[src/design/blpw_pkg.sv]
// Package with the shared constants and control types of the line pixel writer.
`default_nettype none
package blpw_pkg;

  localparam int IN_COORD_W     = 6;
  localparam int VALUE_W        = 32;
  localparam int ADDR_W         = 10;
  localparam int CFG_W          = 6;
  localparam int CFG_IDX_W      = 1;
  localparam int IN_TDATA_W     = 4 * IN_COORD_W + VALUE_W;
  localparam int OUT_TDATA_W    = 48;

  localparam int DEF_COORD_BITS = 6;
  localparam int DEF_MAX_SIDE   = 32;

  localparam logic [CFG_IDX_W-1:0] REG_IMAGE_WIDTH  = 1'd0;
  localparam logic [CFG_IDX_W-1:0] REG_IMAGE_HEIGHT = 1'd1;
  localparam logic [CFG_W-1:0]     RESET_SIDE       = 6'd32;

  typedef struct packed {
    logic load;
    logic orient;
    logic order;
    logic step;
  } dp_cmd_t;

  typedef struct packed {
    logic last;
  } dp_status_t;

endpackage
`default_nettype wire

[src/design/blpw_ctrl.sv]
// Controller state machine that sequences line setup and the pixel walk.
`default_nettype none
module blpw_ctrl (
  input  wire              clk,
  input  wire              rst,
  input  wire              s_tvalid,
  output logic             s_tready,
  output logic             m_tvalid,
  input  wire              m_tready,
  output blpw_pkg::dp_cmd_t    cmd,
  input  blpw_pkg::dp_status_t status
);
  import blpw_pkg::*;

  localparam logic [1:0] ST_IDLE   = 2'd0;
  localparam logic [1:0] ST_ORIENT = 2'd1;
  localparam logic [1:0] ST_ORDER  = 2'd2;
  localparam logic [1:0] ST_WALK   = 2'd3;

  logic [1:0] state;
  logic [1:0] state_next;
  logic       out_valid;
  logic       out_valid_next;
  logic       can_emit;

  assign s_tready = (state == ST_IDLE);
  assign m_tvalid = out_valid;
  assign can_emit = !out_valid || m_tready;

  always_comb begin
    state_next = state;
    cmd        = '0;
    case (state)
      ST_IDLE: begin
        if (s_tvalid) begin
          cmd.load   = 1'b1;
          state_next = ST_ORIENT;
        end
      end
      ST_ORIENT: begin
        cmd.orient = 1'b1;
        state_next = ST_ORDER;
      end
      ST_ORDER: begin
        cmd.order  = 1'b1;
        state_next = ST_WALK;
      end
      ST_WALK: begin
        if (can_emit) begin
          cmd.step = 1'b1;
          if (status.last) begin
            state_next = ST_IDLE;
          end
        end
      end
      default: begin
        state_next = ST_IDLE;
      end
    endcase
  end

  always_comb begin
    if (cmd.step) begin
      out_valid_next = 1'b1;
    end else if (m_tready) begin
      out_valid_next = 1'b0;
    end else begin
      out_valid_next = out_valid;
    end
  end

  always_ff @(posedge clk) begin
    if (rst) begin
      state     <= ST_IDLE;
      out_valid <= 1'b0;
    end else begin
      state     <= state_next;
      out_valid <= out_valid_next;
    end
  end

endmodule
`default_nettype wire

[src/design/blpw_datapath.sv]
// Datapath with the size registers, line setup, Bresenham stepper and output register.
`default_nettype none
module blpw_datapath #(
  parameter int COORD_BITS = blpw_pkg::DEF_COORD_BITS,
  parameter int MAX_SIDE   = blpw_pkg::DEF_MAX_SIDE
) (
  input  wire                                  clk,
  input  wire                                  rst,
  input  blpw_pkg::dp_cmd_t                    cmd,
  output blpw_pkg::dp_status_t                 status,
  input  wire [blpw_pkg::IN_TDATA_W-1:0]       s_tdata,
  input  wire                                  cfg_we,
  input  wire [blpw_pkg::CFG_IDX_W-1:0]        cfg_index,
  input  wire [blpw_pkg::CFG_W-1:0]            cfg_data,
  output logic [blpw_pkg::OUT_TDATA_W-1:0]     m_tdata,
  output logic                                 m_tuser,
  output logic                                 m_tlast
);
  import blpw_pkg::*;

  localparam int CW      = COORD_BITS;
  localparam int SIDE_W  = $clog2(MAX_SIDE + 1);
  localparam int LIMIT_W = 2 * SIDE_W;
  localparam int AW      = 2 * SIDE_W + CW;
  localparam int PAD_W   = OUT_TDATA_W - ADDR_W - VALUE_W;

  logic [CFG_W-1:0]       image_width;
  logic [CFG_W-1:0]       image_height;
  logic [SIDE_W-1:0]      w_eff;
  logic [SIDE_W-1:0]      h_eff;

  logic signed [CW-1:0]   x0, y0, x1, y1;
  logic signed [CW-1:0]   a0, b0, a1, b1;
  logic [VALUE_W-1:0]     held_value;
  logic                   steep_flag;
  logic signed [CW-1:0]   major_pos;
  logic signed [CW-1:0]   major_end;
  logic signed [CW-1:0]   minor_pos;
  logic [CW:0]            major_delta;
  logic [CW:0]            minor_delta;
  logic                   minor_dir;
  logic signed [CW+1:0]   error_term;
  logic [LIMIT_W-1:0]     limit;

  logic signed [CW:0]     dx, dy;
  logic [CW:0]            adx, ady;
  logic                   steep_now;
  logic                   swap;
  logic signed [CW-1:0]   oa0, ob0, oa1, ob1;
  logic signed [CW:0]     dmaj, dmin;

  logic signed [CW+1:0]   err_sub;
  logic signed [CW-1:0]   row, col;
  logic signed [AW-1:0]   addr;
  logic                   in_image;
  logic                   last;

  assign w_eff = (image_width > CFG_W'(MAX_SIDE)) ? SIDE_W'(MAX_SIDE)
                                                  : image_width[SIDE_W-1:0];
  assign h_eff = (image_height > CFG_W'(MAX_SIDE)) ? SIDE_W'(MAX_SIDE)
                                                   : image_height[SIDE_W-1:0];

  always_ff @(posedge clk) begin
    if (rst) begin
      image_width  <= RESET_SIDE;
      image_height <= RESET_SIDE;
    end else if (cfg_we) begin
      case (cfg_index)
        REG_IMAGE_WIDTH:  image_width  <= cfg_data;
        REG_IMAGE_HEIGHT: image_height <= cfg_data;
        default: begin
        end
      endcase
    end
  end

  // Orientation: a steep line walks along rows.
  assign dx        = $signed({x1[CW-1], x1}) - $signed({x0[CW-1], x0});
  assign dy        = $signed({y1[CW-1], y1}) - $signed({y0[CW-1], y0});
  assign adx       = dx[CW] ? (CW+1)'(-dx) : dx;
  assign ady       = dy[CW] ? (CW+1)'(-dy) : dy;
  assign steep_now = ady > adx;

  // Ordering: the major coordinate rises along the walk.
  assign swap = a0 > a1;
  assign oa0  = swap ? a1 : a0;
  assign ob0  = swap ? b1 : b0;
  assign oa1  = swap ? a0 : a1;
  assign ob1  = swap ? b0 : b1;
  assign dmaj = $signed({oa1[CW-1], oa1}) - $signed({oa0[CW-1], oa0});
  assign dmin = $signed({ob1[CW-1], ob1}) - $signed({ob0[CW-1], ob0});

  always_ff @(posedge clk) begin
    if (cmd.load) begin
      x0         <= s_tdata[CW-1:0];
      y0         <= s_tdata[IN_COORD_W +: CW];
      x1         <= s_tdata[2*IN_COORD_W +: CW];
      y1         <= s_tdata[3*IN_COORD_W +: CW];
      held_value <= s_tdata[4*IN_COORD_W +: VALUE_W];
    end
    if (cmd.orient) begin
      steep_flag <= steep_now;
      a0         <= steep_now ? y0 : x0;
      b0         <= steep_now ? x0 : y0;
      a1         <= steep_now ? y1 : x1;
      b1         <= steep_now ? x1 : y1;
    end
    if (cmd.order) begin
      major_pos   <= oa0;
      major_end   <= oa1;
      minor_pos   <= ob0;
      major_delta <= dmaj;
      minor_delta <= dmin[CW] ? (CW+1)'(-dmin) : dmin;
      minor_dir   <= !(ob0 < ob1);
      error_term  <= $signed({1'b0, dmaj}) >>> 1;
      limit       <= LIMIT_W'(w_eff) * LIMIT_W'(h_eff);
    end
    if (cmd.step) begin
      error_term <= err_sub;
      if (err_sub < 0) begin
        minor_pos  <= minor_dir ? minor_pos - CW'(1) : minor_pos + CW'(1);
        error_term <= err_sub + $signed({1'b0, major_delta});
      end
      if (!last) begin
        major_pos <= major_pos + CW'(1);
      end
      m_tdata <= {PAD_W'(0), held_value, in_image ? addr[ADDR_W-1:0] : ADDR_W'(0)};
      m_tuser <= in_image;
      m_tlast <= last;
    end
  end

  assign err_sub  = error_term - $signed({1'b0, minor_delta});
  assign row      = steep_flag ? major_pos : minor_pos;
  assign col      = steep_flag ? minor_pos : major_pos;
  assign addr     = AW'(row) * $signed(AW'(w_eff)) + AW'(col);
  assign in_image = !addr[AW-1] && (addr[AW-2:0] < (AW-1)'(limit));
  assign last     = major_pos >= major_end;

  assign status.last = last;

endmodule
`default_nettype wire

[src/design/bresenham_line_pixel_writer.sv]
// A line item is loaded, then oriented and ordered, before the stepper emits its first pixel item.
// Throughput: one pixel item per cycle from the stepper while the output is not stalled; a line of n steps
// (1 to 64) occupies the single stepper, which takes no new line item until it is done.
// A new line item is taken once the last pixel sits in the output register.
// Synchronous active-high reset idles the block and sets both sizes to 32.
`default_nettype none
module bresenham_line_pixel_writer #(
  parameter int COORD_BITS = blpw_pkg::DEF_COORD_BITS,
  parameter int MAX_SIDE   = blpw_pkg::DEF_MAX_SIDE
) (
  input  wire                              clk,
  input  wire                              rst,
  input  wire                              s_tvalid,
  output logic                             s_tready,
  // start_x, start_y, end_x, end_y, pixel_value
  input  wire [blpw_pkg::IN_TDATA_W-1:0]   s_tdata,
  output logic                             m_tvalid,
  input  wire                              m_tready,
  // pixel_address, write_data, zero fill
  output logic [blpw_pkg::OUT_TDATA_W-1:0] m_tdata,
  // write_enable
  output logic                             m_tuser,
  output logic                             m_tlast,
  input  wire                              cfg_we,
  input  wire [blpw_pkg::CFG_IDX_W-1:0]    cfg_index,
  input  wire [blpw_pkg::CFG_W-1:0]        cfg_data
);
  import blpw_pkg::*;

  dp_cmd_t    cmd;
  dp_status_t status;

  blpw_ctrl u_ctrl (
    .clk      (clk),
    .rst      (rst),
    .s_tvalid (s_tvalid),
    .s_tready (s_tready),
    .m_tvalid (m_tvalid),
    .m_tready (m_tready),
    .cmd      (cmd),
    .status   (status)
  );

  blpw_datapath #(
    .COORD_BITS (COORD_BITS),
    .MAX_SIDE   (MAX_SIDE)
  ) u_datapath (
    .clk       (clk),
    .rst       (rst),
    .cmd       (cmd),
    .status    (status),
    .s_tdata   (s_tdata),
    .cfg_we    (cfg_we),
    .cfg_index (cfg_index),
    .cfg_data  (cfg_data),
    .m_tdata   (m_tdata),
    .m_tuser   (m_tuser),
    .m_tlast   (m_tlast)
  );

endmodule
`default_nettype wire
[config.mk]
export PLATFORM = sky130hd
export DESIGN_NAME = bresenham_line_pixel_writer
export DESIGN_NICKNAME = d
export VERILOG_FILES = /design/src/design/blpw_pkg.sv /design/src/design/blpw_ctrl.sv /design/src/design/blpw_datapath.sv /design/src/design/bresenham_line_pixel_writer.sv
export SDC_FILE = /design/constraint.sdc
export NUM_CORES = 1
export LEC_CHECK = 0
export BUFFER_PORTS_ARGS = -buffer_cell sky130_fd_sc_hd__buf_2
export CORE_ASPECT_RATIO = 0.8
export CORE_MARGIN = 1.5
export CORE_UTILIZATION = 35
export CTS_BUF_LIST = sky130_fd_sc_hd__clkbuf_8
export DETAILED_ROUTE_END_ITERATION = 10
export PLACE_DENSITY_LB_ADDON = 0.3
export SKIP_LAST_GASP = 1
export SYNTH_ARGS = -nofsm -noshare
export SYNTH_HDL_FRONTEND = slang
export SYNTH_SLANG_ARGS = --single-unit
[constraint.sdc]
create_clock -name clk -period 6.05 [get_ports clk]
set_input_delay 0.9075 -clock clk [delete_from_list [all_inputs] [get_ports clk]]
set_output_delay 0.9075 -clock clk [all_outputs]
set_load 0.01 [all_outputs]
==> results.json <==
{
  "status": "finished, final reports clean",
  "synth.distinct_cells": 73,
  "grt.total_usage": 0.1441,
  "hold_viol_final": 0,
  "period_needed_ns": 5.775,
  "yosysTopAreaCell": "edfxtp_1",
  "via_per_inst": 4.674,
  "drc": 0,
  "grt_pass1_vias": 8315,
  "critPathArrivalTime_ns": 6.01,
  "setup_violations": 0,
  "row_count": 62,
  "clock-root-buffer": "clkbuf_8",
  "cpPeakStageDelay_ns": 0.54,
  "grt_pass1_wl_um": 42990,
  "required_ns": 6.29,
  "antenna_found_initial": 1,
  "worst-path-buf-inv": 4,
  "yosys-top-cells-area": "edfxtp_1 39%, ha_1 12%, fa_1 7.9%",
  "maxSlewViolCount": 0,
  "synthCells": 1149,
  "synth_edf_count": 166,
  "critPathMaxFanout": 13,
  "diodes": 0,
  "dpl.hpwl_um": 20520,
  "grt_max_degree": 48,
  "clkLatencyLatePin_ns": 0.49,
  "synth_seq_area_share": 0.4346,
  "gp_congestion": 0.8493,
  "numPortBuffers": 113,
  "die-width_um": 216.1,
  "fmax_mhz": 173.2,
  "cts_sinks": 193,
  "clk_pin_slew_ns": 0.13,
  "fin_crit_sh": 0.9545,
  "yosys_warnings": 0,
  "ys.flop_type": "edfxtp_1",
  "hold_buffers": 0,
  "crit_type": "flop to flop",
  "skew_ns": 0.01725,
  "slowest_stage": "fa_1",
  "crit_path_start_kind": "flop",
  "firstDrtPassIters": 5,
  "slew_headroom": 0.3351,
  "critPathTopFamily": "adder cells",
  "final_cell_area_um2": 14480,
  "vias": 8320,
  "place_area_um2": 14020,
  "ant_nets": 0,
  "synth_top_area_frac": 0.3921,
  "die_area_um2": 37480,
  "tightest_slew_ns": 0.9940,
  "cts_tree": "yes",
  "yosysMostFrequentCell": "edfxtp_1",
  "hold_class": "flop to flop",
  "start_util": 0.3547,
  "core_area_um2": 35840,
  "synth_area_um2": 12710,
  "drt_iter0_markers": 426,
  "syn_area_per_cell_um2": 11.06,
  "area_delta_synth_final_pct": 13.92,
  "ys_top_cells_by_count": "166 x edfxtp_1, 157 x inv_1, 124 x ha_1",
  "gr-total-overflow": 0,
  "cp_common_cell": "fa_1",
  "clk_path_buf_depth": 2,
  "cts_made_buffers": 17,
  "async_flop_share": 0,
  "post_drt_wl_per_cell_um": 14.65,
  "nNetsFinal": 1529,
  "crit_path_end_kind": "flop",
  "final.setup.tns_ns": 0,
  "cts-htree-levels": 4,
  "ios": 120,
  "synth_seq_cells": 193,
  "crit_chain": "buf_12 -> mux2i_4 -> buf_4 -> nor2_1 -> fa_1 -> fa_1 -> fa_1 -> inv_1 -> fa_1 -> inv_1 -> ha_1 -> o21a_1 -> a2111oi_4 -> nor3_4 -> o21ai_2 -> a221oi_2 -> ha_1 -> o2111ai_1 -> and2_1 -> a31oi_4 -> or2_4 -> nor2_1",
  "wl_um": 26080,
  "cap_violations": 0,
  "drive_gt1_frac": 0.1731,
  "die_y_um": 173.5
}
[metal layers]
metal	routed length [um]	up-vias	global-route usage
li1	-	4217	-
met1	13710	3933	0.2156
met2	10860	150	0.2095
met3	1215	18	0.03246
met4	283	2	0.03530
met5	13	-	0
[stage by stage]
step | utilization | worst slack [ns] | std cells | hold WS (ns)
after global routing | 0.4041 | -0.01507 | 1780 | 0.4341
after floorplan | - | 0.02882 | 1154 | 0.4003
final | 0.4041 | 0.2751 | 1780 | 0.4176
after detailed placement | 0.3912 | -0.003856 | 1746 | 0.4045
after CTS | 0.4032 | 0.005186 | 1778 | 0.4175
after global placement | 0.3912 | 0.1356 | 1746 | 0.4009
[flip-flops by register name (all words and copies together), names as in the netlist, 2 cells and up]
name and flops:
u_datapath.major_end 6, u_datapath.minor_delta 7, u_datapath.x0 6, u_datapath.a0 6, u_datapath.x1 6, u_datapath.minor_pos 6, u_datapath.held_value 32, u_datapath.image_height 6
u_datapath.y1 6, u_datapath.major_pos 6, u_ctrl.state 2, u_datapath.b1 6, u_datapath.y0 6, u_datapath.m_tdata 42, u_datapath.b0 6, u_datapath.limit 12
u_datapath.error_term 8, u_datapath.a1 6, u_datapath.image_width 6, u_datapath.major_delta 7
[area by class of cell]
type                    instances  area [um^2]
clock inverters                15        176.4
well taps                     480        600.6
repair buffers                143        803.3
clock buffers                  17        234.0
inverters                     159        596.8
flip-flops and latches        193         5525
multi-input cells             773         6546
fillers                      3488        21360
[cells by family after synthesis]
kind of cell / after synthesis / share of synthesized area
simple gates: 291 / 0.1132
flops: 193 / 0.4346
buf+inv: 188 / 0.05767
fa+ha+maj: 180 / 0.2055
compound gates: 180 / 0.1013
xor+xnor: 61 / 0.04202
mux: 55 / 0.04547
other cells: 1 / 0.0002950
[cells in the final DEF, fill, tap and decap left out, drive strengths merged, types with 5 or more instances in the layout]
cell type,Yosys,layout
inv,159,168
xor2,16,16
mux2,22,22
o211ai,15,15
o21a,8,8
nor3b,9,9
nor3,8,8
dfxtp,27,27
buf,12,143
o21ai,35,35
nor2,85,85
nand2b,35,35
maj3,6,6
conb,1,6
mux2i,33,33
a31oi,8,8
a21o,21,21
clkinv,0,5
o21bai,8,8
a21oi,47,47
nand2,77,77
nand3,12,12
ha,124,124
edfxtp,166,166
fa,50,50
and2,12,12
clkbuf,17,17
xnor2,45,45
nor2b,38,38
[path summary, 6_finish.rpt]
path,start,end,slack [ns],cells after the start
worst max-delay path,u_datapath.steep_flag,u_datapath.m_tdata[3],0.28,22
worst min-delay path,u_datapath.held_value[21],u_datapath.m_tdata[31],0.42,0
worst max register to register,u_datapath.steep_flag,u_datapath.m_tdata[3],0.28,22
worst min register to register,u_datapath.held_value[21],u_datapath.m_tdata[31],0.42,0
[what timing repair did]
item	CTS	global route
hold endpoints to repair	0	0
buffers inserted	0	2
setup endpoints to repair	4	11
resized for setup	4	6
pin swaps	0	7
Power is left out: the tool's default activity adds up to more than one toggle a clock period on the data nets, which glitch-free logic cannot reach.
